[config.mk]
export PLATFORM = sky130hd
export DESIGN_NAME = button_debounce_command_decoder
export DESIGN_NICKNAME = d
export VERILOG_FILES = /design/src/hw/rtl/bdcd_pkg.sv /design/src/hw/rtl/button_debounce_command_decoder.sv /design/src/hw/rtl/bdcd_decode.sv
export SDC_FILE = /design/constraint.sdc
export NUM_CORES = 1
export LEC_CHECK = 0
export BUFFER_PORTS_ARGS = -buffer_cell sky130_fd_sc_hd__buf_2
export CAP_MARGIN = 20
export CORE_MARGIN = 2
export CORE_UTILIZATION = 28
export CTS_CLUSTER_SIZE = 12
export DETAILED_ROUTE_END_ITERATION = 7
export PLACE_DENSITY = 0.43
export SYNTH_ARGS = -nofsm -noshare
export SYNTH_HDL_FRONTEND = slang
export SYNTH_SLANG_ARGS = --single-unit
[constraint.sdc]
create_clock -name aclk -period 13.24 [get_ports aclk]
set_clock_uncertainty 0.15 [all_clocks]
set_input_delay 1.986 -clock aclk [delete_from_list [all_inputs] [get_ports aclk]]
set_output_delay 1.986 -clock aclk [all_outputs]
set_load 0.05 [all_outputs]
[src/hw/rtl/bdcd_pkg.sv]
// ----------------------------------------------------------------------------
// bdcd_pkg: shared types and constants
// Payload structs, action codes and register indexes for the debounce and
// command decoder.
// ----------------------------------------------------------------------------
package bdcd_pkg;

    localparam int NUM_BUTTONS = 8;
    localparam int SEL_W       = 4;

    // Selection code meaning "nothing selected"
    localparam logic [SEL_W-1:0] NO_SEL = 4'hF;

    // Fixed button combinations
    localparam logic [NUM_BUTTONS-1:0] COMBO_SELECT4 = 8'h05;
    localparam logic [NUM_BUTTONS-1:0] COMBO_TEMP    = 8'h03;
    localparam logic [NUM_BUTTONS-1:0] COMBO_LRS_ON  = 8'h06;
    localparam logic [NUM_BUTTONS-1:0] COMBO_LRS_OFF = 8'h0A;
    localparam logic [NUM_BUTTONS-1:0] COMBO_TYPE    = 8'h18;
    localparam logic [NUM_BUTTONS-1:0] COMBO_DIET    = 8'h30;
    localparam logic [NUM_BUTTONS-1:0] COMBO_REGULAR = 8'hC0;
    localparam logic [NUM_BUTTONS-1:0] COMBO_BEEP    = 8'hA0;
    localparam logic [NUM_BUTTONS-1:0] SLOT4_BIT     = 8'h10;
    localparam logic [SEL_W-1:0]       SLOT4_SEL     = 4'd4;

    // Configuration register indexes
    localparam logic [7:0] REG_DEBOUNCE_THRESHOLD = 8'd0;
    localparam logic [7:0] REG_RANDOM_BUTTON      = 8'd1;

    localparam logic [7:0] DEBOUNCE_RESET = 8'd10;
    localparam logic [2:0] RANDOM_RESET   = 3'd7;

    typedef enum logic [3:0] {
        ACT_NONE      = 4'd0,
        ACT_SELECT    = 4'd1,
        ACT_TEMP      = 4'd2,
        ACT_TYPE      = 4'd3,
        ACT_RAND_ANY  = 4'd4,
        ACT_RAND_DIET = 4'd5,
        ACT_RAND_REG  = 4'd6,
        ACT_BEEP      = 4'd7,
        ACT_LRS_ON    = 4'd8,
        ACT_LRS_OFF   = 4'd9
    } action_t;

    typedef enum logic [1:0] {
        LAMP_NONE   = 2'd0,
        LAMP_SWEEP  = 2'd1,
        LAMP_WHEEL  = 2'd2
    } lamp_mode_t;

    typedef struct packed {
        logic [7:0] buttons_pressed;
        logic [7:0] sold_out_mask;
    } in_item_t;

    typedef struct packed {
        action_t    action;
        logic       beep;
        logic       select_valid;
        logic [2:0] select_index;
        logic [7:0] relay_drive;
        lamp_mode_t lamp_mode;
        logic [2:0] lamp_index;
        logic [7:0] lamp_level;
        logic       larsen_enabled;
    } out_item_t;

    // Decoder result handed to the relay and lamp stage
    typedef struct packed {
        action_t          action;
        logic [SEL_W-1:0] sel;
        logic             lamps;
        logic             sweep_set;
        logic             sweep_clr;
    } decode_t;

endpackage

[src/hw/rtl/button_debounce_command_decoder.sv]
// ----------------------------------------------------------------------------
// button_debounce_command_decoder: panel debounce and command decoder
// Debounces the button mask per scan tick, decodes it into an action and
// drives relays plus the Larsen sweep / color wheel lamp state.
// ----------------------------------------------------------------------------
//
//  Channel  Ports                              Moves
//  -------  ---------------------------------  ----------------------------
//  input    s_valid s_ready s_data             one scan tick (buttons, sold)
//  result   m_valid m_ready m_data             one result per tick
//  config   cfg_valid cfg_ready cfg_index/data register write
//
//  One transaction per clock while m_ready is high: a tick sits in the input
//  register, then combinational decode logic produces the result register and
//  updates all state.
//  aresetn (synchronous, active low) clears control and state; config
//  registers return to threshold 10 and random button 7.
//  A stalled result holds the result register; the input register then
//  fills and s_ready drops. cfg_ready is always high.
// ----------------------------------------------------------------------------
module button_debounce_command_decoder
    import bdcd_pkg::*;
(
    input  logic      aclk,
    input  logic      aresetn,

    input  logic      s_valid,
    output logic      s_ready,
    input  in_item_t  s_data,

    output logic      m_valid,
    input  logic      m_ready,
    output out_item_t m_data,

    input  logic       cfg_valid,
    output logic       cfg_ready,
    input  logic [7:0] cfg_index,
    input  logic [7:0] cfg_data
);

    // Configuration
    logic [7:0] threshold_reg;
    logic [2:0] random_btn_reg;

    // Pipeline registers
    logic      in_valid_reg;
    in_item_t  in_data_reg;
    logic      out_valid_reg;
    out_item_t out_data_reg;
    out_item_t out_data_next;

    // Block state
    logic [7:0]       prev_mask_reg, prev_mask_next;
    logic [7:0]       stable_cnt_reg, stable_cnt_next;
    logic             sweep_en_reg, sweep_en_next;
    logic [SEL_W-1:0] last_sel_reg, last_sel_next;
    logic [7:0]       wheel_reg, wheel_next;
    logic [10:0]      sweep_pos_reg, sweep_pos_next;

    logic             advance;
    logic [7:0]       accepted_mask;
    decode_t          dec;
    logic             sel_changed;
    logic [7:0]       wheel_eff;
    logic [10:0]      sweep_eff;
    logic [7:0]       relay;

    // Tick moves from input register to result register when the result
    // slot is free or being drained this cycle.
    assign advance   = in_valid_reg && (!out_valid_reg || m_ready);
    assign s_ready   = !in_valid_reg || advance;
    assign m_valid   = out_valid_reg;
    assign m_data    = out_data_reg;
    assign cfg_ready = 1'b1;

    // Debounce: mask counts only after more than threshold stable ticks
    always_comb begin
        prev_mask_next  = prev_mask_reg;
        stable_cnt_next = stable_cnt_reg;
        accepted_mask   = in_data_reg.buttons_pressed;
        if (prev_mask_reg != in_data_reg.buttons_pressed) begin
            prev_mask_next  = in_data_reg.buttons_pressed;
            stable_cnt_next = '0;
            accepted_mask   = '0;
        end else if (stable_cnt_reg <= threshold_reg) begin
            if (stable_cnt_reg != 8'hFF) begin
                stable_cnt_next = stable_cnt_reg + 8'd1;
            end
            accepted_mask = '0;
        end
    end

    bdcd_decode u_decode (
        .mask          (accepted_mask),
        .sold          (in_data_reg.sold_out_mask),
        .random_button (random_btn_reg),
        .dec           (dec)
    );

    // Relay and lamp stage
    always_comb begin
        sweep_en_next = sweep_en_reg;
        if (dec.sweep_set) begin
            sweep_en_next = 1'b1;
        end else if (dec.sweep_clr) begin
            sweep_en_next = 1'b0;
        end

        sel_changed = dec.lamps && (last_sel_reg != dec.sel);
        wheel_eff   = sel_changed ? 8'd0 : wheel_reg;
        sweep_eff   = sel_changed ? 11'd0 : sweep_pos_reg;

        last_sel_next  = dec.lamps ? dec.sel : last_sel_reg;
        wheel_next     = wheel_eff;
        sweep_pos_next = sweep_eff;

        out_data_next                = '0;
        out_data_next.action         = dec.action;
        out_data_next.beep           = (dec.action == ACT_BEEP);
        out_data_next.select_valid   = (dec.sel != NO_SEL);
        out_data_next.select_index   = (dec.sel != NO_SEL) ? dec.sel[2:0] : 3'd0;
        out_data_next.lamp_mode      = LAMP_NONE;
        out_data_next.larsen_enabled = sweep_en_next;

        if (dec.lamps) begin
            if ((dec.sel == NO_SEL) && sweep_en_next) begin
                out_data_next.lamp_mode  = LAMP_SWEEP;
                out_data_next.lamp_index = sweep_eff[10:8];
                out_data_next.lamp_level = sweep_eff[7:0];
                sweep_pos_next           = sweep_eff + 11'd1;   // wraps at 2048
            end else begin
                out_data_next.lamp_mode  = LAMP_WHEEL;
                out_data_next.lamp_index = (dec.sel == NO_SEL) ? 3'd0 : dec.sel[2:0];
                out_data_next.lamp_level = wheel_eff;
                wheel_next               = wheel_eff + 8'd1;
            end
        end

        // Relays follow the held selection, active low
        relay = '1;
        if (!last_sel_next[SEL_W-1]) begin
            relay[last_sel_next[2:0]] = 1'b0;
        end
        out_data_next.relay_drive = relay;
    end

    always_ff @(posedge aclk) begin
        if (!aresetn) begin
            threshold_reg  <= DEBOUNCE_RESET;
            random_btn_reg <= RANDOM_RESET;
        end else if (cfg_valid) begin
            if (cfg_index == REG_DEBOUNCE_THRESHOLD) begin
                threshold_reg <= cfg_data;
            end else if (cfg_index == REG_RANDOM_BUTTON) begin
                random_btn_reg <= cfg_data[2:0];
            end
        end
    end

    always_ff @(posedge aclk) begin
        if (!aresetn) begin
            in_valid_reg   <= 1'b0;
            out_valid_reg  <= 1'b0;
            prev_mask_reg  <= '0;
            stable_cnt_reg <= '0;
            sweep_en_reg   <= 1'b0;
            last_sel_reg   <= NO_SEL;
            wheel_reg      <= '0;
            sweep_pos_reg  <= '0;
        end else begin
            if (s_valid && s_ready) begin
                in_valid_reg <= 1'b1;
            end else if (advance) begin
                in_valid_reg <= 1'b0;
            end

            if (advance) begin
                out_valid_reg  <= 1'b1;
                prev_mask_reg  <= prev_mask_next;
                stable_cnt_reg <= stable_cnt_next;
                sweep_en_reg   <= sweep_en_next;
                last_sel_reg   <= last_sel_next;
                wheel_reg      <= wheel_next;
                sweep_pos_reg  <= sweep_pos_next;
            end else if (m_ready) begin
                out_valid_reg <= 1'b0;
            end
        end
    end

    always_ff @(posedge aclk) begin
        if (s_valid && s_ready) begin
            in_data_reg <= s_data;
        end
        if (advance) begin
            out_data_reg <= out_data_next;
        end
    end

    // ------------------------------------------------------------------------
    // Assertions
    // ------------------------------------------------------------------------
    a_relay_one_low: assert property (@(posedge aclk) disable iff (!aresetn)
        out_valid_reg |-> ($countones(~out_data_reg.relay_drive) <= 1))
        else $error("more than one relay driven");

    a_select_wheel: assert property (@(posedge aclk) disable iff (!aresetn)
        (out_valid_reg && out_data_reg.select_valid) |->
        (out_data_reg.lamp_mode == LAMP_WHEEL))
        else $error("selection without color wheel update");

    a_larsen_on: assert property (@(posedge aclk) disable iff (!aresetn)
        (out_valid_reg && (out_data_reg.action == ACT_LRS_ON)) |->
        out_data_reg.larsen_enabled)
        else $error("larsen on action left sweep disabled");

    a_beep_match: assert property (@(posedge aclk) disable iff (!aresetn)
        out_valid_reg |-> (out_data_reg.beep == (out_data_reg.action == ACT_BEEP)))
        else $error("beep flag disagrees with action");

    a_stall_state: assert property (@(posedge aclk) disable iff (!aresetn)
        (out_valid_reg && !m_ready) |=> ($stable(sweep_pos_reg) && $stable(wheel_reg)))
        else $error("lamp state moved while result stalled");

endmodule

[src/hw/rtl/bdcd_decode.sv]
// ----------------------------------------------------------------------------
// bdcd_decode: command decoder
// Turns a debounced button mask into one action and an optional slot.
// ----------------------------------------------------------------------------
module bdcd_decode
    import bdcd_pkg::*;
(
    input  logic [NUM_BUTTONS-1:0] mask,
    input  logic [7:0]             sold,
    input  logic [2:0]             random_button,
    output decode_t                dec
);

    logic [NUM_BUTTONS-1:0] rand_mask;
    logic                   single;
    logic [2:0]             bit_idx;

    assign rand_mask = NUM_BUTTONS'(1) << random_button;
    assign single    = (mask != '0) && ((mask & (mask - 1'b1)) == '0);

    always_comb begin
        unique case (mask)
            8'h01:   bit_idx = 3'd0;
            8'h02:   bit_idx = 3'd1;
            8'h04:   bit_idx = 3'd2;
            8'h08:   bit_idx = 3'd3;
            8'h10:   bit_idx = 3'd4;
            8'h20:   bit_idx = 3'd5;
            8'h40:   bit_idx = 3'd6;
            8'h80:   bit_idx = 3'd7;
            default: bit_idx = 3'd0;
        endcase
    end

    always_comb begin
        dec           = '0;
        dec.action    = ACT_NONE;
        dec.sel       = NO_SEL;
        dec.lamps     = 1'b1;
        if (mask == '0) begin
            dec.action = ACT_NONE;
        end else if (mask == COMBO_SELECT4) begin
            if ((sold & SLOT4_BIT) != '0) begin
                dec.action = ACT_BEEP;
            end else begin
                dec.action = ACT_SELECT;
                dec.sel    = SLOT4_SEL;
            end
        end else if (mask == COMBO_TEMP) begin
            dec.action = ACT_TEMP;
            dec.lamps  = 1'b0;
        end else if (mask == COMBO_LRS_ON) begin
            dec.action    = ACT_LRS_ON;
            dec.sweep_set = 1'b1;
        end else if (mask == COMBO_LRS_OFF) begin
            dec.action    = ACT_LRS_OFF;
            dec.sweep_clr = 1'b1;
        end else if (mask == COMBO_TYPE) begin
            dec.action = ACT_TYPE;
            dec.lamps  = 1'b0;
        end else if (mask == rand_mask) begin
            dec.action = ACT_RAND_ANY;
        end else if (mask == COMBO_DIET) begin
            dec.action = ACT_RAND_DIET;
        end else if (mask == COMBO_REGULAR) begin
            dec.action = ACT_RAND_REG;
        end else if (mask == COMBO_BEEP) begin
            dec.action = ACT_BEEP;
        end else if (single) begin
            if ((mask & sold) != '0) begin
                dec.action = ACT_BEEP;
            end else begin
                dec.action = ACT_SELECT;
                dec.sel    = {1'b0, bit_idx};
            end
        end
    end

endmodule
==> qor.txt <==
Outcome -> completed
Max reg flops -> 31
Minimum clock period -> 5.959 ns
Worst R2R Start -> in_data_reg[12]
Worst Path Arrival -> 6.03 ns
Peak Freq -> 167.8 MHz
Rel. slew slack -> 25.32%
Congestion Overflow GR -> 0
Part of the cycle the worst path needs -> 45.01%
Synth warn -> 0
RSZ-0062 raised after global routing -> no
I/O Buffers -> 69
Hold_buf cts -> 0
Insertion delay to the later sink of the worst-skew pair -> 0.36 ns
Max-cap violations -> 0
Static leakage -> 2.351 nW
Hold Crit Depth -> 2
Mapped Area -> 5774 um2
Diodes inserted -> 0
Crit. Startpoint -> in_data_reg[12]
Core area -> 20230 um2
Share of cells above drive strength 1 -> 16.79%
Die width -> 147.6 um
Worst hold start -> threshold_reg[7]
Crit end category -> flop
Initial Util -> 28.54%
Area contributors post-synth -> edfxtp_1 (24%), dfxtp_1 (18%), mux2i_1 (4.9%), nor2_1 (3.9%), nand2_1 (3.6%)
CTS resizes -> 0
Vias per inst -> 5.333
Top_reg_cell synth -> dfxtp_1
GP Congestion -> 0.8306
Drt total wl -> 16.16 mm
Detailed Place HPWL -> 11.55 mm
Max clock buf depth -> 2
DIE HEIGHT -> 147.6 um
Worst Setup Start Kind -> flop
Crit path kind -> reg -> reg
Dpl ws -> 7.383 ns
Syn_area_per_cell -> 9.195 um2
Initial antenna violation count -> 0
IO Count -> 71
Final Core Density -> 32.64%
CTS tree -> yes
Most frequent cells in the layout -> buf_2 (69), nor2_1 (60), nand2_1 (56), dfxtp_1 (53), edfxtp_1 (47)
Synth Register Bits -> 100
Worst hold path class -> reg -> reg
Placed cell area -> 6297 um2
Total CTS buffers -> 9
Clock root buffer master -> clkbuf_16
Register area -> 2472 um2
Most common cell after layout, fill and taps aside -> buf_2
Placed Cells -> 932
Vias in the first global route -> 4721
Worst slew pin tran -> 1.120 ns
Area leader, netlist -> edfxtp_1
Pin count of the biggest net entering global routing -> 36
Number of routed nets with antenna violations -> 0
Area of the multi-input gates -> 3007 um2
Asr flop ratio synth -> 0%
Pre-Repair DR Iteration Count -> 5
Iteration-0 DRC Markers -> 400
GRT Total Usage -> 14.90%
DRC -> 0
Num rows -> 52
Number of clock sinks -> 100
CP required -> 13.31 ns
Cells after Synth -> 628
Distinct cells, synth -> 79
# nets final -> 722
Seq/Total Area, Yosys -> 42.82%
Final worst slack -> 7.281 ns
Setup Fix Bufs, Post-CTS -> 0
CTS clock-pin slew for the worst setup and hold paths -> 0.07 ns
Final hold vios -> 0
# H-tree levels -> 3
Fin cells -> 949
Crit path max fanout -> 25
Finished Cell Area -> 6605 um2
Yosys top cell area share -> 24.44%
Fillers -> 2122
Post-synth EDFFs -> 47
WL/cell -> 17.03 um
Syn nets -> 676
Pins Over Slew Limit -> 0
Hold slack -> 0.3451 ns
Die footprint -> 21790 um2
Area grow syn2layout -> 14.39%
TNS Setup -> 0 ns
DR vias -> 5061
Worst VDD drop -> 0.05652 mV
R2R depth -> 17
Power per cell area -> 100.1 nW/um2
Endpoints failing setup -> 0
First-pass GRT wire length -> 26.05 mm
Tot Pwr -> 0.6610 mW
[kinds of logic (layout without fill, tap and decap cells)]
kind of cell / count (synthesis) / count (layout) / synth area share (%)
DFF: 100 / 100 / 42.82
other: 1 / 1 / 0.06494
adders and majority gates: 12 / 12 / 2.557
muxes: 31 / 31 / 5.439
xor gates and xnor gates: 20 / 20 / 3.034
and+or+nand+nor: 256 / 256 / 22.69
AOI/OAI and AO/OA: 144 / 144 / 18.29
buffers and inverters: 64 / 115 / 5.114
[synth_stat cells (3+ instances only)]
cell	number
nor2_1	60
nand2_1	56
dfxtp_1	53
edfxtp_1	47
mux2i_1	28
nor3_1	28
a21oi_1	26
nand3_1	26
inv_1	21
nand4_1	18
clkbuf_1	17
o21ai_0	17
buf_2	13
o211ai_1	13
xnor2_1	13
ha_1	11
nor2b_1	10
or3_1	9
a31oi_1	8
and3_1	8
nor4_1	8
nor4b_1	8
a211oi_1	7
nand2b_1	7
o22ai_1	7
xor2_1	7
a32oi_1	6
a22oi_1	5
buf_1	5
buf_6	4
o2111ai_1	4
o32ai_1	4
or4_1	4
a211o_1	3
and2_1	3
o311ai_1	3
[layout make-up]
cell class                      count  share of cell area (%)
Clock buffer                       10                   3.789
Clock inverter                      6                  0.7577
Inverter                           22                   1.250
Multi-Input combinational cell    464                   45.52
Sequential cell                   100                   37.43
Tap cell                          270                   5.115
Timing Repair Buffer               77                   6.138
[critical path, stage by stage, from the launching register on]
cell and delay (ns):
edfxtp_1 0.84, xnor2_1 0.19, nand4_1 0.20, nor3_2 0.38, o21a_1 0.50, mux2_1 0.44
o21ai_0 0.36, o41ai_2 0.16, o21ai_2 0.89, a21oi_1 0.36, nor2b_1 0.19, ha_1 0.21
nand3_1 0.13, nor2_1 0.20, nand4_1 0.17, nor2b_1 0.18, o211ai_1 0.17, o311ai_1 0.11
[power breakdown]
part,switching [mW],internal (mW),total (mW)
logic,0.0352,0.0176,0.0527
registers,0.0105,0.331,0.341
clock network,0.125,0.142,0.267
total,0.170,0.491,0.661
[per-layer routing]
| layer | up-vias | wire length, um | share of wire [%] | global-route usage [%] |
|---|---|---|---|---|
| met5 | - | 0 | 0 | 0 |
| met4 | 0 | 145 | 0.90 | 3.413 |
| met3 | 14 | 843 | 5.2 | 2.901 |
| met2 | 151 | 7026 | 43 | 22.44 |
| met1 | 2444 | 8146 | 50 | 22.00 |
| li1 | 2452 | - | - | - |
[worst paths after layout]
path	endpoint	slack, ns
worst max register to register	sweep_pos_reg[8]	7.28
worst max-delay path	sweep_pos_reg[8]	7.28
worst min register to register	threshold_reg[7]	0.35
worst min-delay path	threshold_reg[7]	0.35
No activity file was read; power rests on OpenSTA's default activity.
